File: src/design/ubxfp_pkg.sv
// ============================================================================
// ubxfp_pkg
// Shared types and constants for the binary receiver frame parser.
// ============================================================================
`default_nettype none

package ubxfp_pkg;

    // Frame layout
    localparam logic [7:0]  SYNC_FIRST  = 8'hB5;
    localparam logic [7:0]  SYNC_SECOND = 8'h62;
    localparam logic [7:0]  NAV_CLASS   = 8'h01;
    localparam logic [7:0]  NAV_ID      = 8'h07;
    localparam logic [15:0] NAV_MIN_LEN = 16'd78;
    localparam logic [7:0]  FIX_KIND_MIN = 8'd2;

    // Payload capacity; longer frames are skipped
    localparam int          MAX_PAYLOAD_VAL = 128;
    localparam logic [16:0] MAX_PAYLOAD     = 17'(MAX_PAYLOAD_VAL);

    // Position counter covers payload offsets and the skip count (length + 2)
    localparam int POS_W = 17;

    // Payload offsets of captured fields
    localparam logic [POS_W-1:0] OFS_KIND   = 17'd20;
    localparam logic [POS_W-1:0] OFS_FLAGS  = 17'd21;
    localparam logic [POS_W-1:0] OFS_SATS   = 17'd23;
    localparam logic [POS_W-1:0] OFS_LON    = 17'd24;
    localparam logic [POS_W-1:0] OFS_LAT    = 17'd28;
    localparam logic [POS_W-1:0] OFS_HEIGHT = 17'd36;
    localparam logic [POS_W-1:0] OFS_SPEED  = 17'd60;
    localparam logic [POS_W-1:0] OFS_HEAD   = 17'd64;
    localparam logic [POS_W-1:0] OFS_DIL_LO = 17'd76;
    localparam logic [POS_W-1:0] OFS_DIL_HI = 17'd77;

    // Captured 32-bit words: longitude, latitude, height, speed, heading
    localparam int CAP_WORDS = 5;
    localparam int CAP_IDX_W = $clog2(CAP_WORDS);
    localparam logic [CAP_IDX_W-1:0] CAP_LON    = CAP_IDX_W'(0);
    localparam logic [CAP_IDX_W-1:0] CAP_LAT    = CAP_IDX_W'(1);
    localparam logic [CAP_IDX_W-1:0] CAP_HEIGHT = CAP_IDX_W'(2);
    localparam logic [CAP_IDX_W-1:0] CAP_SPEED  = CAP_IDX_W'(3);
    localparam logic [CAP_IDX_W-1:0] CAP_HEAD   = CAP_IDX_W'(4);

    // Result queue between parser and output stage
    localparam int QUEUE_DEPTH = 2;
    localparam int QPTR_W      = $clog2(QUEUE_DEPTH);
    localparam int QCNT_W      = $clog2(QUEUE_DEPTH + 1);

    typedef enum logic [3:0] {
        PH_HUNT1,
        PH_HUNT2,
        PH_CLASS,
        PH_ID,
        PH_LEN1,
        PH_LEN2,
        PH_PAYLOAD,
        PH_CKA,
        PH_CKB,
        PH_DISCARD
    } phase_t;

    typedef enum logic [1:0] {
        ST_GOOD     = 2'd0,
        ST_NAV      = 2'd1,
        ST_CKERR    = 2'd2,
        ST_OVERSIZE = 2'd3
    } status_t;

    // One finished frame as handed from parser to output stage
    typedef struct packed {
        status_t                      status;
        logic [7:0]                   msg_class;
        logic [7:0]                   msg_id;
        logic [7:0]                   kind;
        logic                         fix_ok;
        logic [7:0]                   sats;
        logic [CAP_WORDS-1:0][31:0]   cap;
        logic [15:0]                  dilution;
    } frame_rec_t;

    // Queue control handed from the parser to the queue
    typedef struct packed {
        logic push;
        logic full;
    } queue_ctl_t;

endpackage

`default_nettype wire

File: src/design/ubxfp_if.sv
// ============================================================================
// ubxfp_if
// Valid/ready channels: received bytes in, frame results out.
// ============================================================================
`default_nettype none

interface ubxfp_byte_if;
    logic       valid;
    logic       ready;
    logic [7:0] rx_byte;

    modport source (output valid, output rx_byte, input ready);
    modport sink   (input valid, input rx_byte, output ready);
endinterface

interface ubxfp_res_if;
    logic               valid;
    logic               ready;
    logic [1:0]         frame_status;
    logic [7:0]         msg_class;
    logic [7:0]         msg_id;
    logic               fix_good;
    logic [7:0]         fix_kind;
    logic [7:0]         sat_count;
    logic signed [31:0] longitude_raw;
    logic signed [31:0] latitude_raw;
    logic signed [31:0] height_mm;
    logic signed [31:0] ground_speed_mms;
    logic signed [31:0] heading_raw;
    logic [15:0]        dilution_raw;

    modport source (
        output valid, input ready,
        output frame_status, output msg_class, output msg_id, output fix_good,
        output fix_kind, output sat_count, output longitude_raw,
        output latitude_raw, output height_mm, output ground_speed_mms,
        output heading_raw, output dilution_raw
    );
    modport sink (
        input valid, output ready,
        input frame_status, input msg_class, input msg_id, input fix_good,
        input fix_kind, input sat_count, input longitude_raw,
        input latitude_raw, input height_mm, input ground_speed_mms,
        input heading_raw, input dilution_raw
    );
endinterface

`default_nettype wire

File: src/design/ubxfp_front.sv
// ============================================================================
// ubxfp_front
// Byte-level frame parser: sync hunt, header, payload capture, checksum and oversize skip.
// ============================================================================
`default_nettype none

module ubxfp_front (
    input  wire logic                   clk,
    input  wire logic                   rst_n,
    ubxfp_byte_if.sink                  rx,
    input  wire logic                   q_full,
    output ubxfp_pkg::queue_ctl_t       q_ctl,
    output ubxfp_pkg::frame_rec_t       q_rec
);
    import ubxfp_pkg::*;

    phase_t                      phase_reg, phase_next;
    logic [7:0]                  class_reg, class_next;
    logic [7:0]                  id_reg, id_next;
    logic [15:0]                 len_reg, len_next;
    logic [POS_W-1:0]            pos_reg, pos_next;
    logic [7:0]                  sum_a_reg, sum_a_next;
    logic [7:0]                  sum_b_reg, sum_b_next;
    logic [7:0]                  kind_reg, kind_next;
    logic                        fix_ok_reg, fix_ok_next;
    logic [7:0]                  sats_reg, sats_next;
    logic [CAP_WORDS-1:0][31:0]  cap_reg, cap_next;
    logic [15:0]                 dil_reg, dil_next;

    logic                        accept;
    logic [7:0]                  b;
    logic [7:0]                  sum_a_add;
    logic [7:0]                  sum_b_add;
    logic [15:0]                 len_full;
    logic [POS_W-1:0]            pos_inc;
    logic                        cap_hit;
    logic [CAP_IDX_W-1:0]        cap_idx;
    logic                        push;
    status_t                     push_status;

    assign rx.ready  = !q_full;
    assign accept    = rx.valid && rx.ready;
    assign b         = rx.rx_byte;
    assign sum_a_add = sum_a_reg + b;
    assign sum_b_add = sum_b_reg + sum_a_add;
    assign len_full  = {b, len_reg[7:0]};
    assign pos_inc   = pos_reg + POS_W'(1);

    // Map payload offset to a captured 32-bit word
    always_comb
    begin
        cap_hit = 1'b1;
        cap_idx = CAP_LON;
        if (pos_reg >= OFS_LON && pos_reg < OFS_LAT)
            cap_idx = CAP_LON;
        else if (pos_reg >= OFS_LAT && pos_reg < OFS_LAT + POS_W'(4))
            cap_idx = CAP_LAT;
        else if (pos_reg >= OFS_HEIGHT && pos_reg < OFS_HEIGHT + POS_W'(4))
            cap_idx = CAP_HEIGHT;
        else if (pos_reg >= OFS_SPEED && pos_reg < OFS_HEAD)
            cap_idx = CAP_SPEED;
        else if (pos_reg >= OFS_HEAD && pos_reg < OFS_HEAD + POS_W'(4))
            cap_idx = CAP_HEAD;
        else
            cap_hit = 1'b0;
    end

    // Advance the parser on each accepted byte
    always_comb
    begin
        phase_next  = phase_reg;
        class_next  = class_reg;
        id_next     = id_reg;
        len_next    = len_reg;
        pos_next    = pos_reg;
        sum_a_next  = sum_a_reg;
        sum_b_next  = sum_b_reg;
        kind_next   = kind_reg;
        fix_ok_next = fix_ok_reg;
        sats_next   = sats_reg;
        cap_next    = cap_reg;
        dil_next    = dil_reg;
        push        = 1'b0;
        push_status = ST_GOOD;

        if (accept)
        begin
            unique case (phase_reg)
                PH_HUNT1:
                begin
                    if (b == SYNC_FIRST)
                        phase_next = PH_HUNT2;
                end
                PH_HUNT2:
                begin
                    if (b == SYNC_SECOND)
                    begin
                        phase_next = PH_CLASS;
                        sum_a_next = 8'd0;
                        sum_b_next = 8'd0;
                    end
                    else if (b != SYNC_FIRST)
                    begin
                        phase_next = PH_HUNT1;
                    end
                end
                PH_CLASS:
                begin
                    class_next = b;
                    sum_a_next = sum_a_add;
                    sum_b_next = sum_b_add;
                    phase_next = PH_ID;
                end
                PH_ID:
                begin
                    id_next    = b;
                    sum_a_next = sum_a_add;
                    sum_b_next = sum_b_add;
                    phase_next = PH_LEN1;
                end
                PH_LEN1:
                begin
                    len_next   = {8'd0, b};
                    sum_a_next = sum_a_add;
                    sum_b_next = sum_b_add;
                    phase_next = PH_LEN2;
                end
                PH_LEN2:
                begin
                    len_next   = len_full;
                    sum_a_next = sum_a_add;
                    sum_b_next = sum_b_add;
                    if ({1'b0, len_full} > MAX_PAYLOAD)
                    begin
                        pos_next   = {1'b0, len_full} + POS_W'(2);
                        phase_next = PH_DISCARD;
                    end
                    else
                    begin
                        pos_next   = '0;
                        phase_next = (len_full == 16'd0) ? PH_CKA : PH_PAYLOAD;
                    end
                end
                PH_PAYLOAD:
                begin
                    // capture navigation fields at their offsets
                    if (pos_reg == OFS_KIND)
                        kind_next = b;
                    if (pos_reg == OFS_FLAGS)
                        fix_ok_next = b[0];
                    if (pos_reg == OFS_SATS)
                        sats_next = b;
                    if (cap_hit)
                        cap_next[cap_idx][{pos_reg[1:0], 3'b000} +: 8] = b;
                    if (pos_reg == OFS_DIL_LO)
                        dil_next[7:0] = b;
                    if (pos_reg == OFS_DIL_HI)
                        dil_next[15:8] = b;
                    sum_a_next = sum_a_add;
                    sum_b_next = sum_b_add;
                    pos_next   = pos_inc;
                    if (pos_inc >= {1'b0, len_reg})
                        phase_next = PH_CKA;
                end
                PH_CKA:
                begin
                    if (b != sum_a_reg)
                    begin
                        phase_next  = PH_HUNT1;
                        push        = 1'b1;
                        push_status = ST_CKERR;
                    end
                    else
                    begin
                        phase_next = PH_CKB;
                    end
                end
                PH_CKB:
                begin
                    phase_next = PH_HUNT1;
                    push       = 1'b1;
                    if (b != sum_b_reg)
                        push_status = ST_CKERR;
                    else if (class_reg == NAV_CLASS && id_reg == NAV_ID &&
                             len_reg >= NAV_MIN_LEN)
                        push_status = ST_NAV;
                    else
                        push_status = ST_GOOD;
                end
                PH_DISCARD:
                begin
                    // drop bytes until the skip count runs out
                    if (pos_reg <= POS_W'(1))
                    begin
                        pos_next    = '0;
                        phase_next  = PH_HUNT1;
                        push        = 1'b1;
                        push_status = ST_OVERSIZE;
                    end
                    else
                    begin
                        pos_next = pos_reg - POS_W'(1);
                    end
                end
                default:
                begin
                    phase_next = PH_HUNT1;
                end
            endcase
        end
    end

    // Hold parser state
    always_ff @(posedge clk or negedge rst_n)
    begin
        if (!rst_n)
            phase_reg <= PH_HUNT1;
        else
            phase_reg <= phase_next;
    end

    always_ff @(posedge clk)
    begin
        class_reg  <= class_next;
        id_reg     <= id_next;
        len_reg    <= len_next;
        pos_reg    <= pos_next;
        sum_a_reg  <= sum_a_next;
        sum_b_reg  <= sum_b_next;
        kind_reg   <= kind_next;
        fix_ok_reg <= fix_ok_next;
        sats_reg   <= sats_next;
        cap_reg    <= cap_next;
        dil_reg    <= dil_next;
    end

    // Hand the finished frame to the queue
    assign q_ctl.push      = push;
    assign q_ctl.full      = q_full;
    assign q_rec.status    = push_status;
    assign q_rec.msg_class = class_reg;
    assign q_rec.msg_id    = id_reg;
    assign q_rec.kind      = kind_reg;
    assign q_rec.fix_ok    = fix_ok_reg;
    assign q_rec.sats      = sats_reg;
    assign q_rec.cap       = cap_reg;
    assign q_rec.dilution  = dil_reg;

endmodule

`default_nettype wire

File: src/design/ubxfp_queue.sv
// ============================================================================
// ubxfp_queue
// Short result queue that decouples the parser from the output side.
// ============================================================================
`default_nettype none

module ubxfp_queue (
    input  wire logic                    clk,
    input  wire logic                    rst_n,
    input  wire ubxfp_pkg::queue_ctl_t   ctl,
    input  wire ubxfp_pkg::frame_rec_t   wr_rec,
    input  wire logic                    pop,
    output logic                         full,
    output logic                         not_empty,
    output ubxfp_pkg::frame_rec_t        rd_rec
);
    import ubxfp_pkg::*;

    frame_rec_t          mem [QUEUE_DEPTH];
    logic [QPTR_W-1:0]   wr_ptr_reg, wr_ptr_next;
    logic [QPTR_W-1:0]   rd_ptr_reg, rd_ptr_next;
    logic [QCNT_W-1:0]   count_reg, count_next;
    logic                do_push;
    logic                do_pop;

    assign full      = (count_reg == QCNT_W'(QUEUE_DEPTH));
    assign not_empty = (count_reg != '0);
    assign do_push   = ctl.push && !ctl.full;
    assign do_pop    = pop && not_empty;

    // Advance pointers and occupancy
    always_comb
    begin
        wr_ptr_next = wr_ptr_reg;
        rd_ptr_next = rd_ptr_reg;
        count_next  = count_reg;
        if (do_push)
            wr_ptr_next = (wr_ptr_reg == QPTR_W'(QUEUE_DEPTH - 1)) ? '0
                        : wr_ptr_reg + QPTR_W'(1);
        if (do_pop)
            rd_ptr_next = (rd_ptr_reg == QPTR_W'(QUEUE_DEPTH - 1)) ? '0
                        : rd_ptr_reg + QPTR_W'(1);
        if (do_push && !do_pop)
            count_next = count_reg + QCNT_W'(1);
        else if (do_pop && !do_push)
            count_next = count_reg - QCNT_W'(1);
    end

    always_ff @(posedge clk or negedge rst_n)
    begin
        if (!rst_n)
        begin
            wr_ptr_reg <= '0;
            rd_ptr_reg <= '0;
            count_reg  <= '0;
        end
        else
        begin
            wr_ptr_reg <= wr_ptr_next;
            rd_ptr_reg <= rd_ptr_next;
            count_reg  <= count_next;
        end
    end

    // Store entries
    always_ff @(posedge clk)
    begin
        if (do_push)
            mem[wr_ptr_reg] <= wr_rec;
    end

    assign rd_rec = mem[rd_ptr_reg];

endmodule

`default_nettype wire

File: src/design/ubxfp_back.sv
// ============================================================================
// ubxfp_back
// Output stage: forms result fields from the queued frame record.
// ============================================================================
`default_nettype none

module ubxfp_back (
    input  wire ubxfp_pkg::frame_rec_t   rec,
    input  wire logic                    rec_valid,
    output logic                         pop,
    ubxfp_res_if.source                  res
);
    import ubxfp_pkg::*;

    logic is_nav;

    assign is_nav    = (rec.status == ST_NAV);
    assign res.valid = rec_valid;
    assign pop       = rec_valid && res.ready;

    // Fill navigation fields only for a navigation fix frame
    always_comb
    begin
        res.frame_status     = rec.status;
        res.msg_class        = rec.msg_class;
        res.msg_id           = rec.msg_id;
        res.fix_good         = 1'b0;
        res.fix_kind         = 8'd0;
        res.sat_count        = 8'd0;
        res.longitude_raw    = 32'sd0;
        res.latitude_raw     = 32'sd0;
        res.height_mm        = 32'sd0;
        res.ground_speed_mms = 32'sd0;
        res.heading_raw      = 32'sd0;
        res.dilution_raw     = 16'd0;
        if (is_nav)
        begin
            res.fix_good         = rec.fix_ok && (rec.kind >= FIX_KIND_MIN);
            res.fix_kind         = rec.kind;
            res.sat_count        = rec.sats;
            res.longitude_raw    = $signed(rec.cap[CAP_LON]);
            res.latitude_raw     = $signed(rec.cap[CAP_LAT]);
            res.height_mm        = $signed(rec.cap[CAP_HEIGHT]);
            res.ground_speed_mms = $signed(rec.cap[CAP_SPEED]);
            res.heading_raw      = $signed(rec.cap[CAP_HEAD]);
            res.dilution_raw     = rec.dilution;
        end
    end

endmodule

`default_nettype wire

File: src/design/ubx_frame_parser_top.sv
// ============================================================================
// ubx_frame_parser_top
// Binary receiver frame parser with 8-bit Fletcher checksum check.
// ============================================================================
// The parser takes one received byte per clock cycle and produces at most one
// result per frame: good frame, navigation fix frame with its decoded fields,
// checksum error, or oversize frame dropped. A result is written to the queue
// as the byte that ends the frame is taken, and shows on the result channel
// once all earlier results are taken. Finished results wait in a two-entry
// queue, so the byte input keeps running while the result side stalls; the
// byte input stalls only when both queue entries hold results not yet taken.
// ============================================================================
`default_nettype none

module ubx_frame_parser_top (
    input  wire logic   clk,
    input  wire logic   rst_n,
    ubxfp_byte_if.sink  rx,
    ubxfp_res_if.source res
);
    import ubxfp_pkg::*;

    queue_ctl_t q_ctl;
    frame_rec_t q_wr_rec;
    frame_rec_t q_rd_rec;
    logic       q_full;
    logic       q_not_empty;
    logic       q_pop;

    ubxfp_front u_front (
        .clk    (clk),
        .rst_n  (rst_n),
        .rx     (rx),
        .q_full (q_full),
        .q_ctl  (q_ctl),
        .q_rec  (q_wr_rec)
    );

    ubxfp_queue u_queue (
        .clk       (clk),
        .rst_n     (rst_n),
        .ctl       (q_ctl),
        .wr_rec    (q_wr_rec),
        .pop       (q_pop),
        .full      (q_full),
        .not_empty (q_not_empty),
        .rd_rec    (q_rd_rec)
    );

    ubxfp_back u_back (
        .rec       (q_rd_rec),
        .rec_valid (q_not_empty),
        .pop       (q_pop),
        .res       (res)
    );

endmodule

`default_nettype wire
File: src/flat_wrapper.sv
// flat-port wrapper written by rule: the top's interface ports become plain ports
module ubx_frame_parser_top_flat import ubxfp_pkg::*;
  (clk, rst_n, rx_valid, rx_rx_byte, rx_ready, res_valid, res_ready, res_frame_status, res_msg_class, res_msg_id, res_fix_good, res_fix_kind, res_sat_count, res_longitude_raw, res_latitude_raw, res_height_mm, res_ground_speed_mms, res_heading_raw, res_dilution_raw);
  ubxfp_byte_if rx_i ();
  ubxfp_res_if res_i ();
  input  wire logic clk;
  input  wire logic rst_n;
  input wire logic [$bits(rx_i.valid)-1:0] rx_valid;
  input wire logic [$bits(rx_i.rx_byte)-1:0] rx_rx_byte;
  output wire logic [$bits(rx_i.ready)-1:0] rx_ready;
  output wire logic [$bits(res_i.valid)-1:0] res_valid;
  input wire logic [$bits(res_i.ready)-1:0] res_ready;
  output wire logic [$bits(res_i.frame_status)-1:0] res_frame_status;
  output wire logic [$bits(res_i.msg_class)-1:0] res_msg_class;
  output wire logic [$bits(res_i.msg_id)-1:0] res_msg_id;
  output wire logic [$bits(res_i.fix_good)-1:0] res_fix_good;
  output wire logic [$bits(res_i.fix_kind)-1:0] res_fix_kind;
  output wire logic [$bits(res_i.sat_count)-1:0] res_sat_count;
  output wire logic [$bits(res_i.longitude_raw)-1:0] res_longitude_raw;
  output wire logic [$bits(res_i.latitude_raw)-1:0] res_latitude_raw;
  output wire logic [$bits(res_i.height_mm)-1:0] res_height_mm;
  output wire logic [$bits(res_i.ground_speed_mms)-1:0] res_ground_speed_mms;
  output wire logic [$bits(res_i.heading_raw)-1:0] res_heading_raw;
  output wire logic [$bits(res_i.dilution_raw)-1:0] res_dilution_raw;
  assign rx_i.valid = rx_valid;
  assign rx_i.rx_byte = rx_rx_byte;
  assign rx_ready = rx_i.ready;
  assign res_valid = res_i.valid;
  assign res_i.ready = res_ready;
  assign res_frame_status = res_i.frame_status;
  assign res_msg_class = res_i.msg_class;
  assign res_msg_id = res_i.msg_id;
  assign res_fix_good = res_i.fix_good;
  assign res_fix_kind = res_i.fix_kind;
  assign res_sat_count = res_i.sat_count;
  assign res_longitude_raw = res_i.longitude_raw;
  assign res_latitude_raw = res_i.latitude_raw;
  assign res_height_mm = res_i.height_mm;
  assign res_ground_speed_mms = res_i.ground_speed_mms;
  assign res_heading_raw = res_i.heading_raw;
  assign res_dilution_raw = res_i.dilution_raw;
  ubx_frame_parser_top u_core (.clk(clk), .rst_n(rst_n), .rx(rx_i), .res(res_i));
endmodule
File: config.mk
export PLATFORM = sky130hd
export DESIGN_NAME = ubx_frame_parser_top_flat
export DESIGN_NICKNAME = d
export VERILOG_FILES = /design/src/design/ubxfp_pkg.sv /design/src/design/ubxfp_if.sv /design/src/design/ubxfp_front.sv /design/src/design/ubxfp_queue.sv /design/src/design/ubxfp_back.sv /design/src/design/ubx_frame_parser_top.sv /design/src/flat_wrapper.sv
export SDC_FILE = /design/constraint.sdc
export NUM_CORES = 1
export LEC_CHECK = 0
export BUFFER_PORTS_ARGS = -buffer_cell sky130_fd_sc_hd__buf_4
export CORE_MARGIN = 2
export CORE_UTILIZATION = 47
export CTS_CLUSTER_SIZE = 25
export DETAILED_ROUTE_END_ITERATION = 16
export PLACE_DENSITY = 0.66
export SLEW_MARGIN = 10
export SYNTH_ARGS = -nofsm -noshare
export SYNTH_HDL_FRONTEND = slang
export SYNTH_SLANG_ARGS = --single-unit
File: constraint.sdc
create_clock -name clk -period 22.9 [get_ports clk]
set_input_delay 4.58 -clock clk [delete_from_list [all_inputs] [get_ports clk]]
set_output_delay 4.58 -clock clk [all_outputs]
set_load 0.1 [all_outputs]
---- Word-level counts from Yosys, hierarchy flattened ----
Memories as Yosys holds them, arrays and structs flattened.
Index checks and enable logic that the tools add are counted.
W data, S select, Z words.
storage, ports and cells
  word-level logic and storage cells ...... 173
  memories kept ........................... 1
  register bits after elaboration ......... 266
  bits in writable memories ............... 422
  output and inout bits ................... 213
  input bits .............................. 12
memories
  memory              words  bits a word  read ports  clocked after Yosys merged registers in  wr ports  RTL line           RTL
  u_core.u_queue.mem  2      211          1           0                                        1         ubxfp_queue.sv:19  frame_rec_t mem [QUEUE_DEPTH];
cells by class
  reduce and logical (&&, ||, !) cells .... 39
  muxes and demuxes ....................... 54
  shifts and indexed selects .............. 2
  add/sub/neg operators ................... 10
  bitwise gates (word level) .............. 1
  eq/ne operators ......................... 28
  $lt $le $gt $ge ......................... 17
operators with widths
  operator                  count
  $mux W32                  6
  $bwmux W160               1
  $demux W32 S3             1
  $eq A17 B5 Y1 const B     3
  $pmux W17 S3              1
  $pmux W4 S9               1
  $eq A17 B7 Y1 const B     2
  $ge A17 B5 Y1 const B     2
  $ge A17 B6 Y1 const B     2
  $lt A17 B6 Y1 const B     2
  $lt A17 B7 Y1 const B     2
  $mux W17                  2
  $pmux W16 S2              1
  $pmux W8 S2               2
  $shift A8 B7 Y32 const A  1
  $shiftx A8 B7 Y32         1
  $mux W4                   7
  $mux W8                   3
  $reduce_and A3 Y1         8
  $add A16 B2 Y17 const B   1
  $add A17 B1 Y17 const B   1
  $ge A17 B16 Y1            1
  $ge A17 B7 Y1 const B     1
  $le A17 B1 Y1 const B     1
  other kinds (42)          98

---- Logic depth before layout (Yosys ltp) ----
  word-level depth ........................ 12
  gate-level depth with buffers ........... 14
  gate-level depth less buffers ........... 14

---- Modules after synthesis ----
From an unflattened synthesis, not the netlist that was laid out.
second synthesis, totals
  cells, all modules ...................... 1708
  area total of the unflattened synthesis .. 29220.5 um^2
modules (own cells, without submodules)
  module       cells each  instances  sequential area each (um^2)  area an instance (um^2)
  ubxfp_queue  675         1          12772.2                      16268.1
  ubxfp_front  795         1          7847.5                       11373.4
  ubxfp_back   238         1          0.0                          1579.0

---- Worst setup path after synthesis ----
Ideal clock, no wire load.
  kind .................................... input to register
  start point ............................. input port rx_rx_byte[4]
  end point ............................... memory u_core.u_queue.mem[0][0] (netlist bit) (enable)
  library setup time ...................... 1040 ps
  stages on the path ...................... 6
  path buffers ............................ 0
  arrival time ............................ 19673 ps
  path slack .............................. 2187 ps
  data required time ...................... 21860 ps
  cell sequence ........................... ha_1 nor3_1 and3_1 nor3_1 a21oi_1 nor3_1
between the ends
  word-level cells in the longest chain between the ends .. 7
ends and longest elaborated chain
  element                        RTL line            RTL
  start, declared                flat_wrapper.sv:9   input wire logic [$bits(rx_i.rx_byte)-1:0] rx_rx_byte;
  $ne A8 B8 Y1                   ubxfp_front.sv:167  if (b != sum_a_reg)
  $mux W1                        ubxfp_front.sv:167
  $pmux W1 S3                    ubxfp_front.sv:88   unique case (phase_reg)
  $mux W1                        ubxfp_front.sv:86   if (accept)
  $logic_and A1 B1 Y1            ubxfp_queue.sv:28   assign do_push = ctl.push && !ctl.full;
  $mux W1                        ubxfp_queue.sv:68   if (do_push)
  $mux W1 (not written as such)  ubxfp_queue.sv:69   mem[wr_ptr_reg] <= wr_rec;
  end, declared                  ubxfp_queue.sv:19
Every way passes these cells.

---- Worst setup path in the final report ----
  start point ............................. register u_core.u_queue.rd_ptr_reg
  end point ............................... output port res_ground_speed_mms[8]
between the ends
  word-level cells in the longest chain between the ends .. 3
ends and longest elaborated chain
  element                 RTL line            RTL
  start, declared         ubxfp_queue.sv:21   logic [QPTR_W-1:0] rd_ptr_reg, rd_ptr_next;
  start signal, assigned  ubxfp_queue.sv:60   rd_ptr_reg <= rd_ptr_next;
  $mem_v2 Z2 W211 *       -
  $eq A2 B1 Y1            ubxfp_back.sv:17    assign is_nav = (rec.status == ST_NAV);
  $mux W32 *              ubxfp_back.sv:36    if (is_nav)
  end, declared           flat_wrapper.sv:22  output wire logic [$bits(res_i.ground_speed_mms)-1:0] res_ground_speed_mms;
Mark *: on every way between the ends. The rest lies on a longest branch, timed or not.

==> qor.yml <==
clk_pin_slew_worst_paths_ns: 0.06
setup-tns-final_ns: 0
dp_hpwl_um: 38100
synth-seq-area-share_pct: 75.9
multiInputGateArea_mm2: 0.00617
area_growth_pct: 17.4
ys_seq_elements: 688
io_buffers: 224
drt_iter0_markers: 1160
finalMaxSlewViolations: 0
synth_area_mm2: 0.0272
hold_depth: 0
die_height_um: 244
viasPerCell: 5.33
drc: 0
path_max_fanout: 112
hold_buffers: 0
core_area_mm2: 0.0575
place_ws_ns: 13.58
diodes: 0
routed_wl_um: 57900
r2r_cells: 8
status: "finished clean"
tightest_slew_ns: 1.27
p_sw_uw: 1900
ctsResizeCount: 0
synthArstFlopShare_pct: 1.16
vias: 14600
rsz0062_at_grt: "false"
finClkSkew_ns: 0.0311
post-route-util_pct: 55.5
fin_crit_ns: 9.02
min_path_type: "reg -> reg"
end_kind: "output port"
gp_congestion: 0.860
start_kind: "flop"
power_frac_comb_pct: 40.7
grt_remaining_overflow: 0
setup_ws_ns: 13.88
synth_area_per_cell_um2: 16.2
drive_gt1_share_pct: 19.0
grt_usage_pct: 19.2
std_cell_rows: 88
seq_power_share_pct: 33.4
dieArea_mm2: 0.0598
cp.arrival_ns: 4.44
fmax_mhz: 111
grt_max_degree: 113
regArea_mm2: 0.0206
wl_per_cell_um: 21.2
drt-pass1-iter-count: 5
p_per_area_mw_per_mm2: 134
synthesis.nets: 1733
ys.warnings.count: 0
p_leak_uw: 0.0115
htreeDepth: 3
drtAntennaViolNets: 0
maxCapViolCount: 0
whs_ns: 0.435
final_nets: 1964
clk_latency_ns: 0.61
finalSetupViolCount: 0
finalHoldViolations: 0
root_buffer: "clkbuf_16"
final.fill_count: 4564
clock_path_buffers: 3
ios: 225
maxSlewHeadroom_pct: 15.2
ir_drop_mv: 0.175
die_w_um: 244
cts_tree: "yes"
post-route-period-util_pct: 39.4
initial_core_util_pct: 47.3
cts_inserted_buffers: 70
switching_share_pct: 44.4
cts_sinks: 688
critPathRequiredTime_ns: 18.32
antenna_found_initial: 0
clockPowerShare_pct: 25.9
synth_edf_count: 680
largest_reg_flops: 422
internal-power_uw: 2380
yosys_most_used_dff: "edfxtp_1"
syn_inst: 1681
grt_pass1_vias: 14400
postCtsSetupBuffers: 0
grt_first_pass_wirelength_um: 86500
critPathKind: "reg -> out"
synth_cell_types: 60
==> critical path, stage by stage, from the launching register on <==
cell      delay [ns]
dfrtp_4         1.19
mux2_2          0.46
nand2b_4        0.64
buf_4           0.93
nor2_1          0.17
buf_4           0.29
==> layout by cell type, fill, tap and decap left out, types with 10 or more instances in the layout <==
cell type and n:
nor3_1 21, o21ai_0 15, nor4_1 18, a22oi_1 10, xor2_1 36, clkinv_1 17
nand3_1 16, nand4_1 12, a21oi_1 22, nor2b_1 14, nor2_1 256, edfxtp_1 680
mux2_2 18, clkbuf_16 72, mux2i_1 192, xnor2_1 30, nand2_1 41, and2_1 46
buf_4 235, inv_1 33, ha_1 38, clkbuf_1 13
==> metrics by stage <==
step | cells | total power [µW] | cell area [µm²]
global placement | 2605 | 3200 | 29600
CTS | 2732 | 4310 | 31900
global route | 2732 | 4410 | 31900
detailed placement | 2605 | 3210 | 29600
finish | 2732 | 4280 | 31900
floorplan | 1681 | 2860 | 27200
==> cells in the mapped netlist (10+ instances only) <==
| cell type | count | share of area, % |
|---|---|---|
| nand2_1 | 41 | 0.57 |
| nor3_1 | 22 | 0.41 |
| and2_1 | 47 | 1.1 |
| a21oi_1 | 24 | 0.44 |
| inv_1 | 33 | 0.46 |
| xor2_1 | 36 | 1.2 |
| mux2i_1 | 192 | 7.1 |
| nor2b_1 | 14 | 0.32 |
| xnor2_1 | 30 | 0.97 |
| mux2_2 | 18 | 0.75 |
| nand3_1 | 16 | 0.29 |
| nor4_1 | 20 | 0.46 |
| a22oi_1 | 10 | 0.28 |
| clkbuf_1 | 65 | 0.90 |
| o21ai_0 | 15 | 0.28 |
| edfxtp_1 | 680 | 75 |
| nor2_1 | 256 | 3.5 |
| ha_1 | 38 | 1.7 |
| nand4_1 | 12 | 0.28 |
==> worst paths after layout <==
path | from | end | slack [ns]
max | u_core.u_queue.rd_ptr_reg$_DFFE_PN0P_ | res_ground_speed_mms[8] | 13.88
min reg2reg | u_core.u_front.q_rec[101]$_DFFE_PP_ | u_core.u_queue.mem[1][101]$_DFFE_PP_ | 0.43
max in group asynchronous | rst_n | u_core.u_queue.rd_ptr_reg$_DFFE_PN0P_ | 18.97
min in group asynchronous | rst_n | u_core.u_front.phase_reg[0]$_DFFE_PN0P_ | 3.78
max reg2reg | u_core.u_front.pos_reg[11]$_DFFE_PP_ | u_core.u_queue.mem[1][18]$_DFFE_PP_ | 17.54
min | u_core.u_front.q_rec[101]$_DFFE_PP_ | u_core.u_queue.mem[1][101]$_DFFE_PP_ | 0.43
==> power groups by stage <==
stage                     clock (µW)  combinational, µW  sequential (µW)
after floorplan                    0               1440             1420
after global placement             0               1750             1450
after detailed placement           0               1750             1460
after CTS                       1130               1750             1430
after global routing            1180               1800             1430
final                           1110               1740             1430
==> metal layers <==
layer | vias to the layer above | wire length, µm | track usage (%) | part of all wire, %
li1 | 6747 | - | - | -
met4 | 0 | 1300 | 5.24 | 2.2
met2 | 436 | 29000 | 32.9 | 50
met1 | 7275 | 24300 | 25.4 | 42
met5 | - | 0 | 0 | 0
met3 | 96 | 3280 | 3.50 | 5.7
==> cell families (layout without fill, tap and decap cells) <==
kind of cell	count (synthesis)	after routing	share of synthesized area, %
AOI/OAI and AO/OA	93	93	2.46
muxes	213	213	7.98
and+or+nand+nor	472	472	8.11
adders and majority gates	40	40	1.90
xor gates and xnor gates	66	66	2.13
buffers and inverters	109	395	1.57
DFF	688	688	75.9
==> area by class of cell <==
| cell class | instances | share of cell area, % |
|---|---|---|
| sequential | 688 | 64.6 |
| multi-input combinational | 884 | 19.3 |
| clock buffer | 85 | 5.80 |
| timing repair buffer | 235 | 5.53 |
| tap | 765 | 3.00 |
| clock inverter | 42 | 1.28 |
| inverter | 33 | 0.388 |
Note: power is estimated with default switching activity, not from simulation.
